==> src/sv/mfu_pkg.sv <==
// Shared types and constants for the most-frequently-used page replacement block.
package mfu_pkg;

  // Field widths fixed by the beat formats.
  localparam int IN_PAGE_W   = 16;
  localparam int SLOT_OUT_W  = 4;
  localparam int FAULT_W     = 32;
  localparam int CNT_W       = 16;
  localparam int STAMP_W     = 32;
  localparam int FIU_W       = 5;

  // Widest values that the parameters can call for, used by the scan result.
  localparam int SLOT_MAX_W  = 8;
  localparam int PAGE_MAX_W  = 32;

  // Saturation limits.
  localparam logic [CNT_W-1:0]   CNT_MAX   = {CNT_W{1'b1}};
  localparam logic [STAMP_W-1:0] STAMP_MAX = {STAMP_W{1'b1}};
  localparam logic [FAULT_W-1:0] FAULT_MAX = {FAULT_W{1'b1}};

  // Configuration register addresses.
  localparam logic [1:0] CFG_ADDR_FRAMES_IN_USE = 2'd0;
  localparam logic [FIU_W-1:0] FIU_RESET = 5'd16;

  // One input beat.
  typedef struct packed {
    logic [IN_PAGE_W-1:0] page;
    logic                 last_of_string;
  } in_beat_t;

  // One result beat.
  typedef struct packed {
    logic                  hit;
    logic [SLOT_OUT_W-1:0] frame_slot;
    logic                  evicted_valid;
    logic [IN_PAGE_W-1:0]  evicted_page;
    logic [FAULT_W-1:0]    fault_total;
    logic                  string_done;
  } out_beat_t;

  // Control from the sequencer to the scan unit.
  typedef struct packed {
    logic start;
    logic step;
  } scan_ctl_t;

  // Findings of the scan unit after a full pass.
  typedef struct packed {
    logic                  hit;
    logic [SLOT_MAX_W-1:0] hit_slot;
    logic [CNT_W-1:0]      hit_cnt;
    logic                  empty;
    logic [SLOT_MAX_W-1:0] empty_slot;
    logic [SLOT_MAX_W-1:0] vict_slot;
    logic [PAGE_MAX_W-1:0] vict_page;
  } scan_res_t;

endpackage

==> src/sv/mfu_ram.sv <==
// Generic simple dual-port RAM with one write port and a registered read port.
module mfu_ram #(
  parameter int WIDTH = 64,
  parameter int DEPTH = 16
) (
  input  logic                                   clk,
  input  logic                                   we,
  input  logic [(DEPTH > 1 ? $clog2(DEPTH) : 1)-1:0] waddr,
  input  logic [WIDTH-1:0]                       wdata,
  input  logic [(DEPTH > 1 ? $clog2(DEPTH) : 1)-1:0] raddr,
  output logic [WIDTH-1:0]                       rdata
);

  logic [WIDTH-1:0] mem [DEPTH];

  // Write and registered read.
  always_ff @(posedge clk) begin
    if (we) begin
      mem[waddr] <= wdata;
    end
    rdata <= mem[raddr];
  end

endmodule

==> src/sv/mfu_scan.sv <==
// Shared compare unit that scans one frame per cycle, while step is set, for hit, empty frame and victim.
module mfu_scan #(
  parameter int IDX_W     = 4,
  parameter int PAGE_BITS = 16
) (
  input  logic                      clk,
  input  logic                      rst_n,
  input  mfu_pkg::scan_ctl_t        ctl,
  input  logic [IDX_W-1:0]          idx,
  input  logic                      frame_vld,
  input  logic [PAGE_BITS-1:0]      frame_page,
  input  logic [mfu_pkg::CNT_W-1:0] frame_cnt,
  input  logic [mfu_pkg::STAMP_W-1:0] frame_stamp,
  input  logic [PAGE_BITS-1:0]      ref_page,
  output mfu_pkg::scan_res_t        res
);

  logic                        hit_r, hit_nxt;
  logic [IDX_W-1:0]            hit_idx_r, hit_idx_nxt;
  logic [mfu_pkg::CNT_W-1:0]   hit_cnt_r, hit_cnt_nxt;
  logic                        emp_r, emp_nxt;
  logic [IDX_W-1:0]            emp_idx_r, emp_idx_nxt;
  logic [IDX_W-1:0]            best_idx_r, best_idx_nxt;
  logic [mfu_pkg::CNT_W-1:0]   best_cnt_r, best_cnt_nxt;
  logic [mfu_pkg::STAMP_W-1:0] best_stamp_r, best_stamp_nxt;
  logic [PAGE_BITS-1:0]        best_page_r, best_page_nxt;
  logic                        match;
  logic                        better;

  // The compare unit: page match and victim ordering for the frame now read.
  assign match  = frame_vld && (frame_page == ref_page);
  assign better = (frame_cnt > best_cnt_r) ||
                  ((frame_cnt == best_cnt_r) && (frame_stamp < best_stamp_r));

  // Fold the current frame into the running findings.
  always_comb begin
    hit_nxt        = hit_r;
    hit_idx_nxt    = hit_idx_r;
    hit_cnt_nxt    = hit_cnt_r;
    emp_nxt        = emp_r;
    emp_idx_nxt    = emp_idx_r;
    best_idx_nxt   = best_idx_r;
    best_cnt_nxt   = best_cnt_r;
    best_stamp_nxt = best_stamp_r;
    best_page_nxt  = best_page_r;
    if (ctl.start) begin
      hit_nxt = 1'b0;
      emp_nxt = 1'b0;
    end else if (ctl.step) begin
      if (!hit_r && match) begin
        hit_nxt     = 1'b1;
        hit_idx_nxt = idx;
        hit_cnt_nxt = frame_cnt;
      end
      if (!emp_r && !frame_vld) begin
        emp_nxt     = 1'b1;
        emp_idx_nxt = idx;
      end
      // The first frame seeds the victim; later ones replace it only when better.
      if ((idx == '0) || better) begin
        best_idx_nxt   = idx;
        best_cnt_nxt   = frame_cnt;
        best_stamp_nxt = frame_stamp;
        best_page_nxt  = frame_page;
      end
    end
  end

  // Found flags are control state; the captured values are payload.
  always_ff @(posedge clk) begin
    if (!rst_n) begin
      hit_r <= 1'b0;
      emp_r <= 1'b0;
    end else begin
      hit_r <= hit_nxt;
      emp_r <= emp_nxt;
    end
    hit_idx_r    <= hit_idx_nxt;
    hit_cnt_r    <= hit_cnt_nxt;
    emp_idx_r    <= emp_idx_nxt;
    best_idx_r   <= best_idx_nxt;
    best_cnt_r   <= best_cnt_nxt;
    best_stamp_r <= best_stamp_nxt;
    best_page_r  <= best_page_nxt;
  end

  // Present the findings at the widest widths.
  assign res.hit        = hit_r;
  assign res.hit_slot   = mfu_pkg::SLOT_MAX_W'(hit_idx_r);
  assign res.hit_cnt    = hit_cnt_r;
  assign res.empty      = emp_r;
  assign res.empty_slot = mfu_pkg::SLOT_MAX_W'(emp_idx_r);
  assign res.vict_slot  = mfu_pkg::SLOT_MAX_W'(best_idx_r);
  assign res.vict_page  = mfu_pkg::PAGE_MAX_W'(best_page_r);

endmodule

==> src/sv/mfu_page_replacement_top.sv <==
// Top level of the most-frequently-used page replacement block: sequencer, table and ports.
//
//  Channel   Direction  Handshake                   Beat
//  in_       input      in_valid / in_stall          page, last_of_string
//  out_      output     out_valid / out_stall        hit, slot, eviction, fault total, done
//  cfg_      input      APB psel/penable/pwrite      frames_in_use at address 0
//
// Each reference is accepted, then the table is read once per frame in use through its
// registered read port, each frame is compared, and the chosen frame is written back.
// The single table read port and the one shared compare unit take the frames one at a time.
// Reset clears the valid marks and counters and sets the configuration to its reset value at once; no clearing pass.
// A waiting result holds the write-back until out_stall falls; in_stall is low only when idle.
module mfu_page_replacement_top #(
  parameter int FRAMES    = 16,
  parameter int PAGE_BITS = 16
) (
  input  logic                clk,
  input  logic                rst_n,
  input  logic                in_valid,
  output logic                in_stall,
  input  mfu_pkg::in_beat_t   in_data,
  output logic                out_valid,
  input  logic                out_stall,
  output mfu_pkg::out_beat_t  out_data,
  input  logic                cfg_psel,
  input  logic                cfg_penable,
  input  logic                cfg_pwrite,
  input  logic [1:0]          cfg_paddr,
  input  logic [31:0]         cfg_pwdata,
  output logic [31:0]         cfg_prdata,
  output logic                cfg_pready
);

  localparam int IDX_W  = (FRAMES > 1) ? $clog2(FRAMES) : 1;
  localparam int WORD_W = PAGE_BITS + mfu_pkg::CNT_W + mfu_pkg::STAMP_W;

  typedef enum logic [2:0] {
    ST_IDLE = 3'b001,
    ST_SCAN = 3'b010,
    ST_UPD  = 3'b100
  } state_t;

  state_t                       state_r, state_nxt;
  logic [mfu_pkg::FIU_W-1:0]    fiu_r, fiu_nxt;
  logic [FRAMES-1:0]            valid_r, valid_nxt;
  logic [mfu_pkg::STAMP_W-1:0]  stamp_r, stamp_nxt;
  logic [mfu_pkg::FAULT_W-1:0]  fault_r, fault_nxt;
  logic [PAGE_BITS-1:0]         page_r, page_nxt;
  logic                         last_r, last_nxt;
  logic [IDX_W-1:0]             rd_idx_r, rd_idx_nxt;
  logic                         rd_done_r, rd_done_nxt;
  logic [IDX_W-1:0]             cmp_idx_r, cmp_idx_nxt;
  logic                         cmp_vld_r, cmp_vld_nxt;
  logic                         out_valid_r, out_valid_nxt;
  mfu_pkg::out_beat_t           out_data_r, out_data_nxt;

  logic                         in_acc;
  logic                         cfg_wr;
  logic                         out_free;
  logic [8:0]                   lim;
  logic [IDX_W-1:0]             last_idx;
  logic                         issue;
  logic                         scan_end;
  logic                         commit;
  mfu_pkg::scan_ctl_t           scan_ctl;
  mfu_pkg::scan_res_t           scan_res;
  logic [WORD_W-1:0]            ram_wdata;
  logic [WORD_W-1:0]            ram_rdata;
  logic [IDX_W-1:0]             slot;
  logic                         ev_valid;
  logic [PAGE_BITS-1:0]         ev_page;
  logic [mfu_pkg::CNT_W-1:0]    cnt_new;
  logic [mfu_pkg::STAMP_W-1:0]  stamp_new;
  logic [mfu_pkg::FAULT_W-1:0]  fault_new;

  // Handshakes.
  assign in_stall   = (state_r != ST_IDLE);
  assign in_acc     = in_valid && !in_stall;
  assign out_free   = !out_valid_r || !out_stall;
  assign cfg_pready = 1'b1;
  assign cfg_wr     = cfg_psel && cfg_penable && cfg_pwrite && cfg_pready &&
                      (cfg_paddr == mfu_pkg::CFG_ADDR_FRAMES_IN_USE);
  assign cfg_prdata = (cfg_paddr == mfu_pkg::CFG_ADDR_FRAMES_IN_USE) ?
                      32'(fiu_r) : 32'd0;

  // Frames in use, with zero taken as one and anything above the table taken as the table.
  always_comb begin
    lim = 9'(fiu_r);
    if (lim == 9'd0) begin
      lim = 9'd1;
    end
    if (lim > 9'(FRAMES)) begin
      lim = 9'(FRAMES);
    end
  end
  assign last_idx = IDX_W'(lim - 9'd1);

  // Scan pacing: one read issued per cycle, compared in the next cycle.
  assign issue    = (state_r == ST_SCAN) && !rd_done_r;
  assign scan_end = (state_r == ST_SCAN) && cmp_vld_r && (cmp_idx_r == last_idx);
  assign commit   = (state_r == ST_UPD) && out_free;

  assign scan_ctl.start = in_acc;
  assign scan_ctl.step  = cmp_vld_r;

  // Table of pages, use counts and stamps.
  mfu_ram #(
    .WIDTH (WORD_W),
    .DEPTH (FRAMES)
  ) u_table (
    .clk   (clk),
    .we    (commit),
    .waddr (slot),
    .wdata (ram_wdata),
    .raddr (rd_idx_r),
    .rdata (ram_rdata)
  );

  mfu_scan #(
    .IDX_W     (IDX_W),
    .PAGE_BITS (PAGE_BITS)
  ) u_scan (
    .clk         (clk),
    .rst_n       (rst_n),
    .ctl         (scan_ctl),
    .idx         (cmp_idx_r),
    .frame_vld   (valid_r[cmp_idx_r]),
    .frame_page  (ram_rdata[WORD_W-1 -: PAGE_BITS]),
    .frame_cnt   (ram_rdata[mfu_pkg::STAMP_W +: mfu_pkg::CNT_W]),
    .frame_stamp (ram_rdata[mfu_pkg::STAMP_W-1:0]),
    .ref_page    (page_r),
    .res         (scan_res)
  );

  // Decision after the scan: hit frame, else lowest empty frame, else the victim.
  always_comb begin
    ev_valid = 1'b0;
    ev_page  = '0;
    cnt_new  = 16'd1;
    if (scan_res.hit) begin
      slot    = IDX_W'(scan_res.hit_slot);
      cnt_new = (scan_res.hit_cnt == mfu_pkg::CNT_MAX) ? scan_res.hit_cnt :
                scan_res.hit_cnt + 16'd1;
    end else if (scan_res.empty) begin
      slot = IDX_W'(scan_res.empty_slot);
    end else begin
      slot     = IDX_W'(scan_res.vict_slot);
      ev_valid = 1'b1;
      ev_page  = PAGE_BITS'(scan_res.vict_page);
    end
  end

  assign stamp_new = (stamp_r == mfu_pkg::STAMP_MAX) ? stamp_r : stamp_r + 32'd1;
  assign fault_new = (scan_res.hit || (fault_r == mfu_pkg::FAULT_MAX)) ? fault_r :
                     fault_r + 32'd1;
  assign ram_wdata = {page_r, cnt_new, stamp_new};

  // Sequencer and state updates.
  always_comb begin
    state_nxt     = state_r;
    fiu_nxt       = fiu_r;
    valid_nxt     = valid_r;
    stamp_nxt     = stamp_r;
    fault_nxt     = fault_r;
    page_nxt      = page_r;
    last_nxt      = last_r;
    rd_idx_nxt    = rd_idx_r;
    rd_done_nxt   = rd_done_r;
    cmp_idx_nxt   = rd_idx_r;
    cmp_vld_nxt   = issue;
    out_valid_nxt = out_valid_r && out_stall;
    out_data_nxt  = out_data_r;
    if (cfg_wr) begin
      fiu_nxt = cfg_pwdata[mfu_pkg::FIU_W-1:0];
    end
    case (state_r)
      ST_IDLE: begin
        if (in_acc) begin
          page_nxt    = PAGE_BITS'(in_data.page);
          last_nxt    = in_data.last_of_string;
          rd_idx_nxt  = '0;
          rd_done_nxt = 1'b0;
          state_nxt   = ST_SCAN;
        end
      end
      ST_SCAN: begin
        if (issue) begin
          if (rd_idx_r == last_idx) begin
            rd_done_nxt = 1'b1;
          end else begin
            rd_idx_nxt = rd_idx_r + IDX_W'(1);
          end
        end
        if (scan_end) begin
          state_nxt = ST_UPD;
        end
      end
      ST_UPD: begin
        if (commit) begin
          valid_nxt[slot]            = 1'b1;
          stamp_nxt                  = stamp_new;
          fault_nxt                  = fault_new;
          out_valid_nxt              = 1'b1;
          out_data_nxt.hit           = scan_res.hit;
          out_data_nxt.frame_slot    = mfu_pkg::SLOT_OUT_W'(slot);
          out_data_nxt.evicted_valid = ev_valid;
          out_data_nxt.evicted_page  = mfu_pkg::IN_PAGE_W'(ev_page);
          out_data_nxt.fault_total   = fault_new;
          out_data_nxt.string_done   = last_r;
          // End of the string: the table and counters start over.
          if (last_r) begin
            valid_nxt = '0;
            stamp_nxt = '0;
            fault_nxt = '0;
          end
          state_nxt = ST_IDLE;
        end
      end
      default: begin
        state_nxt = ST_IDLE;
      end
    endcase
  end

  always_ff @(posedge clk) begin
    if (!rst_n) begin
      state_r     <= ST_IDLE;
      fiu_r       <= mfu_pkg::FIU_RESET;
      valid_r     <= '0;
      stamp_r     <= '0;
      fault_r     <= '0;
      rd_done_r   <= 1'b0;
      cmp_vld_r   <= 1'b0;
      out_valid_r <= 1'b0;
    end else begin
      state_r     <= state_nxt;
      fiu_r       <= fiu_nxt;
      valid_r     <= valid_nxt;
      stamp_r     <= stamp_nxt;
      fault_r     <= fault_nxt;
      rd_done_r   <= rd_done_nxt;
      cmp_vld_r   <= cmp_vld_nxt;
      out_valid_r <= out_valid_nxt;
    end
    page_r     <= page_nxt;
    last_r     <= last_nxt;
    rd_idx_r   <= rd_idx_nxt;
    cmp_idx_r  <= cmp_idx_nxt;
    out_data_r <= out_data_nxt;
  end

  assign out_valid = out_valid_r;
  assign out_data  = out_data_r;

`ifndef SYNTHESIS
  // A new result appears only from the write-back state.
  a_out_from_upd: assert property (@(posedge clk) disable iff (!rst_n)
    $rose(out_valid_r) |-> $past(state_r == ST_UPD))
    else $error("result raised outside write-back");

  // The last frame compared ends the scan.
  a_scan_end: assert property (@(posedge clk) disable iff (!rst_n)
    scan_end |=> (state_r == ST_UPD))
    else $error("scan did not hand over to write-back");

  // A hit never reports an eviction.
  a_hit_no_evict: assert property (@(posedge clk) disable iff (!rst_n)
    out_valid_r |-> !(out_data_r.hit && out_data_r.evicted_valid))
    else $error("hit reported with eviction");

  // A miss always leaves a nonzero fault total.
  a_miss_counts: assert property (@(posedge clk) disable iff (!rst_n)
    (out_valid_r && !out_data_r.hit) |-> (out_data_r.fault_total != 32'd0))
    else $error("miss with zero fault total");

  // An accepted beat starts a scan.
  a_accept_scan: assert property (@(posedge clk) disable iff (!rst_n)
    in_acc |=> ((state_r == ST_SCAN) && !rd_done_r && (rd_idx_r == '0)))
    else $error("accepted beat did not start a scan");
`endif

endmodule
==> config.mk <==
export PLATFORM = sky130hd
export DESIGN_NAME = mfu_page_replacement_top
export DESIGN_NICKNAME = d
export VERILOG_FILES = /design/src/sv/mfu_pkg.sv /design/src/sv/mfu_ram.sv /design/src/sv/mfu_scan.sv /design/src/sv/mfu_page_replacement_top.sv
export SDC_FILE = /design/constraint.sdc
export NUM_CORES = 2
export LEC_CHECK = 0
export BUFFER_PORTS_ARGS = -buffer_cell sky130_fd_sc_hd__buf_4
export CAP_MARGIN = 5
export CORE_UTILIZATION = 64
export CTS_BUF_LIST = sky130_fd_sc_hd__clkbuf_8
export DETAILED_ROUTE_END_ITERATION = 6
export PLACE_DENSITY_LB_ADDON = 0.25
export RECOVER_POWER = 100
export REMOVE_ABC_BUFFERS = 1
export SKIP_LAST_GASP = 1
export SLEW_MARGIN = 25
export SYNTH_ARGS = -nofsm -noshare
export SYNTH_HDL_FRONTEND = slang
export SYNTH_SLANG_ARGS = --single-unit
==> constraint.sdc <==
create_clock -name clk -period 12.8 [get_ports clk]
set_clock_uncertainty 0.1 [all_clocks]
set_input_delay 2.56 -clock clk [delete_from_list [all_inputs] [get_ports clk]]
set_output_delay 2.56 -clock clk [all_outputs]
set_load 0.02 [all_outputs]
* Word level (Yosys, flattened, before mapping)
Memory sizes are Yosys's and may differ from the RTL's. A register that Yosys moved wholly into a read port is not among the register bits.
Index checks and enable logic that the tools add are counted.
** Word-level totals
- Bits in writable memories :: 1024
- Register bits after elaboration :: 265
- Output and inout bits :: 90
- Memories :: 1
- Input bits :: 58
** Operators by class
- Equal/unequal tests :: 17
- Reduce and logical (&&, ||, !) cells :: 41
- $add $sub $neg :: 5
- $lt $le $gt $ge :: 6
- Mux-type cells :: 33
- Bitwise gates (word level) :: 3
** Memory list
- u_table.mem :: words 16, width 64, read ports 1, clocked after Yosys merged registers in 1, wr ports 1, RTL line mfu_ram.sv:14 : logic [WIDTH-1:0] mem [DEPTH];
** Operators by type and width (number)
- 32-bit 2-to-1 mux :: 4
- 32-bit by 1-bit adder with 32-bit output, second input constant :: 2
- 32-bit == test, second input constant :: 2
- 16-bit 2-to-1 mux :: 3
- 16-bit == test :: 2
- 32-bit < comparator :: 1
- 4-bit 2-to-1 mux :: 6
- 16-bit by 1-bit adder with 16-bit output, second input constant :: 1
- 16-bit == test, second input constant :: 1
- 16-bit greater-than comparator :: 1
- 16-bit bitwise OR :: 1
- 1-bit logical AND :: 14
- 3-bit AND reduction :: 4
- 4-bit by 5-bit < comparator with 1-bit output, second input constant :: 2
- 1-bit 2-to-1 mux :: 10
- 5-bit 2-to-1 mux :: 2
- 2-bit inequality test, second input constant :: 5
- 3-bit 2-to-1 mux :: 3
- 3-bit case mux with 3 select lines :: 1
- 4-bit == test :: 2
- 4-bit case mux with 2 select lines :: 1
- 2-bit AND reduction :: 4
- 4-bit AND reduction :: 2
- 1-bit zero test :: 7
- 19 further kinds :: 24

* Longest topological paths before layout
- Depth after elaboration :: 9
- Gate-level depth with buffers :: 10
- Depth with buffers taken out :: 8

* Modules after synthesis
A second synthesis with hierarchy kept.
** Second synthesis, totals
- Cell total of the unflattened synthesis :: 2948
- Area total of the unflattened synthesis :: 53329.9 µm²
** By module, submodules not included
- mfu_ram :: times used 1, area each 39581.7 µm², cells an instance 1647
- mfu_page_replacement_top :: times used 1, area each 9287.7 µm², cells an instance 977
- mfu_scan :: times used 1, area each 4460.5 µm², cells an instance 324

* Worst setup path before layout
Ideal clock, no wire load.
- Kind :: input-to-reg
- Start :: in in_valid
- End :: reg u_scan.best_cnt_r[0] (netlist name) (enable)
- Arrival :: 9826 ps
- Stages :: 5
- Buffers on the path :: 0
- Path slack :: 2194 ps
- Required time :: 12020 ps
- Setup time :: 680 ps
- Cells stage by stage :: nand2_1 nand2_1 nor2_1 nand4_1 o41ai_1
** Between the ends
- Word-level cells in the longest chain between the ends :: 3
** RTL lines
- from (decl) :: RTL line mfu_page_replacement_top.sv:19 : input logic in_valid,
- 1-bit logical AND :: RTL line mfu_page_replacement_top.sv:78 : assign in_acc = in_valid && !in_stall;
- 1-bit NOT (no source line)
- 3-bit AND reduction (no source line)
- to (signal assigned) :: RTL line mfu_scan.sv:82 : best_cnt_r <= best_cnt_nxt;
- to (decl) :: RTL line mfu_scan.sv:24 : logic [mfu_pkg::CNT_W-1:0] best_cnt_r, best_cnt_nxt;
No other way between the ends.
A chain may end at the register's enable or synchronous reset.

* Worst setup path after layout
- Start :: in out_stall
- End :: mem u_table.mem[12][14] (enable)
** Between the ends
- Word-level cells in the longest chain between the ends :: 5
** RTL lines
- from (decl) :: RTL line mfu_page_replacement_top.sv:23 : input logic out_stall,
- 1-bit zero test :: RTL line mfu_page_replacement_top.sv:79 : assign out_free = !out_valid_r || !out_stall;
- 1-bit logical OR :: RTL line mfu_page_replacement_top.sv:79
- 1-bit logical AND :: RTL line mfu_page_replacement_top.sv:101 : assign commit = (state_r == ST_UPD) && out_free;
- 1-bit 2-to-1 mux :: RTL line mfu_ram.sv:18 : if (we) begin
- 1-bit 2-to-1 mux (implied by the code) :: RTL line mfu_ram.sv:19 : mem[waddr] <= wdata;
- to (decl) :: RTL line mfu_ram.sv:14
No other way between the ends.

==> summary.md <==
| Metric | Value |
|---|---|
| Status | finished with violations |
| Failing checks | DRC, capacitance limit, slew limit |
| Sequential share of power | 56.6% |
| Synth cell types | 73 |
| Clk pwr share | 38.9% |
| Final hold vios | 0 |
| Min Hold Slack | 0.318 ns |
| Routed wire per std cell | between 20 and 30 microns |
| Initial antenna violation count | 1 |
| Vias in the first global route | 30,100 |
| Comb power frac | 4.5% |
| Final Util | 71.2% |
| Core Rows | 105 |
| Arr. time, crit path | 9.37 ns |
| Crit. End Element | flop |
| Fmax | 0.109 GHz |
| Prevailing post-synth register cell | edfxtp_1 |
| H-tree levels | 4 |
| Mapped Cells | 3,156 |
| Syn-to-layout area delta | 9.92% |
| TritonCTS Buffers | 199 |
| # DRC | 7 |
| Clk sinks | 1,353 |
| Pin count of the biggest net entering global routing | 140 |
| DIE WIDTH | 291 microns |
| PwrDens | 146 mW/mm^2 |
| Reg clk slew, reported paths | roughly 0.070 ns |
| Normalized max-slew margin | -239% |
| Post-Syn Area | 0.0533 sq mm |
| Top cell type's share of synthesized area | around two thirds |
| #FFs+latches synth | 1,353 |
| Final HPWL DP | 63,200 microns |
| Initial DRC count | 2,999 |
| Dpl cell area | roughly 0.055 sq mm |
| Root Driver | clkbuf_8 |
| Sw frac | 22.2% |
| Gpl congestion | approximately 0.85 |
| Placeable core region | 0.0822 sq mm |
| Crit Path Category | in -> reg |
| Initial Util | 64.8% |
| Cell taking the most area after synthesis | edfxtp_1 |
| Commonest cells after routing, fill and taps aside | edfxtp_1, clkbuf_8, mux2i_1, o21ai_0, dfxtp_1 |
| Postcts setup bufs | 0 |
| Hold Buf Count CTS | 0 |
| Max clock buf depth | 3 |
| Final slew viol count | 980 |
| Die Height | 291 microns |
| Port Buf Inserts | 92 |
| Fin area | 0.0586 sq mm |
| Actual slew at the worst max-slew pin | just over 5 ns |
| GRT overflow | 0 |
| Vias | 29,500 |
| Crit path max fanout | 56 |
| Fin nets | 3,449 |
| Ratio of cells with drive above 1 in the final layout | 14.8% |
| Sw power | about 1.9 mW |
| Clock Latency Late Sink | 0.86 ns |
| RSZ-0062 raised after global routing | false |
| Tightest Hold Check Type | reg -> reg |
| P_leak | 20.4 nW |
| Part of the cycle the worst path needs | a little under three quarters |
| Internal | ~6.7 mW |
| Post-Place Worst Slack | between 6 and 7 ns |
| Startpoint Class | input pin |
| Top Ports | 148 |
| Post-route total power | 8.57 mW |
| Die ar. | 0.0844 sq mm |
| Most common cell after layout, fill and taps aside | edfxtp_1 |
| Share of the yosys chip area belonging to registers | 73.2% |
| Tmin final | 9.15 ns |
| Max Cap Viol | 29 |
| FILL cells | 5,016 |
| Vias/cell | about 6.4 |
| CP required | 13.02 ns |
| DR pass1 iterations | 7 |
| IR drop worst, VDD | 0.132 mV |
| Post-synth EDFFs | 1,192 |
| Top cells by area, synth | edfxtp_1, dfxtp_1, mux4_2 |
| First-pass GRT wire length | 179,000 microns |
| Ys Warns | 0 |
| Synth async-reset ratio | 0% |
| # setup viols final | 0 |
| Antenna Violating Nets Remaining | 0 |
| CTS tree | built |
| Post-CTS Resized | 0 |
| Mean post-synth cell area | about 17 sq um |
| Post-Route WL | 120,000 microns |
| Worst setup margin | around 3.6 ns |
| GR Util All Layers | between 20% and 30% |
layer usage:
layer | up-vias | track usage, % | part of all wire [%]
met5 | - | 0 | 0
met4 | 0 | 9.96 | 2.9
met3 | 298 | 4.79 | 8.2
met2 | 1480 | 47.2 | 49
met1 | 14900 | 38.4 | 39
li1 | 12900 | - | -
cells by family (layout without fill, tap and decap cells):
group	after synthesis	in the layout	synth area share (%)
DFF	1353	1353	73.2
AOI/OAI and AO/OA	567	567	6.80
and+or+nand+nor	431	431	4.19
muxes	404	404	10.9
buffers and inverters	251	581	2.09
xor gates and xnor gates	96	96	1.58
adders and majority gates	52	52	1.22
other	2	29	0.0141
worst max-delay path, cell delays in order:
cell	delay, ns
clkbuf_4	0.11
nand2_1	0.12
nand2b_1	0.08
clkbuf_1	0.56
inv_1	0.96
nand3_1	0.34
nor2_1	0.90
clkbuf_1	3.61
metrics by stage:
stage	setup TNS [ns]	std cells
final	0	4583
after global routing	0	4583
after CTS	0	4581
after detailed placement	0	4207
after global placement	0	4205
after floorplan	-89.34	2990
cell type report:
cell class                 count  area [sq um]  area share, %
clock inverter               149           833           1.42
sequential                  1353         39000           66.6
inverter                      59           221          0.378
clock buffer                 225          3100           5.29
tap                         1070          1340           2.29
antenna                        1          2.50        0.00427
multi-input combinational   1578         13200           22.6
timing repair buffer         148           818           1.40
registers in the layout (all words and copies together) (netlist names), 32 cells and up:
signal / flops
u_table.mem: 1024
u_table.rdata: 64
out_data: 55
fault_r: 32
u_scan.best_stamp_r: 32
stamp_r: 32
path summary, 6_finish.rpt:
| check | startpoint | to | slack (ns) | cells after the start |
|---|---|---|---|---|
| max reg2reg | cmp_idx_nxt[1] | u_table.rdata[31] | 3.82 | 6 |
| min | u_table.rdata[24] | u_scan.best_stamp_r[24] | 0.32 | 0 |
| max | out_stall | u_table.mem[12][14] | 3.65 | 8 |
| min reg2reg | u_table.rdata[24] | u_scan.best_stamp_r[24] | 0.32 | 0 |
power by group through the flow:
stage	clock, mW	sequential [mW]	combinational (mW)
finish	3.34	4.85	0.386
global route	3.57	4.85	0.417
CTS	3.38	4.85	0.375
detailed placement	0	4.94	0.373
global placement	0	4.94	0.362
floorplan	0	4.97	0.318
cells in the mapped netlist, drive strengths merged, types with 25 or more instances:
library cell  instances
o21ai               187
ha                   52
a22oi                68
a21oi               111
edfxtp             1192
clkbuf              103
nand2               133
inv                  59
a31oi                25
xnor2                59
buf                  89
nand3                40
nand4                41
mux4                133
mux2i               205
and2                 35
mux2                 66
a221oi               64
nor2                 68
dfxtp               161
o21a                 28
xor2                 37
(Power assumes the default switching activity.)
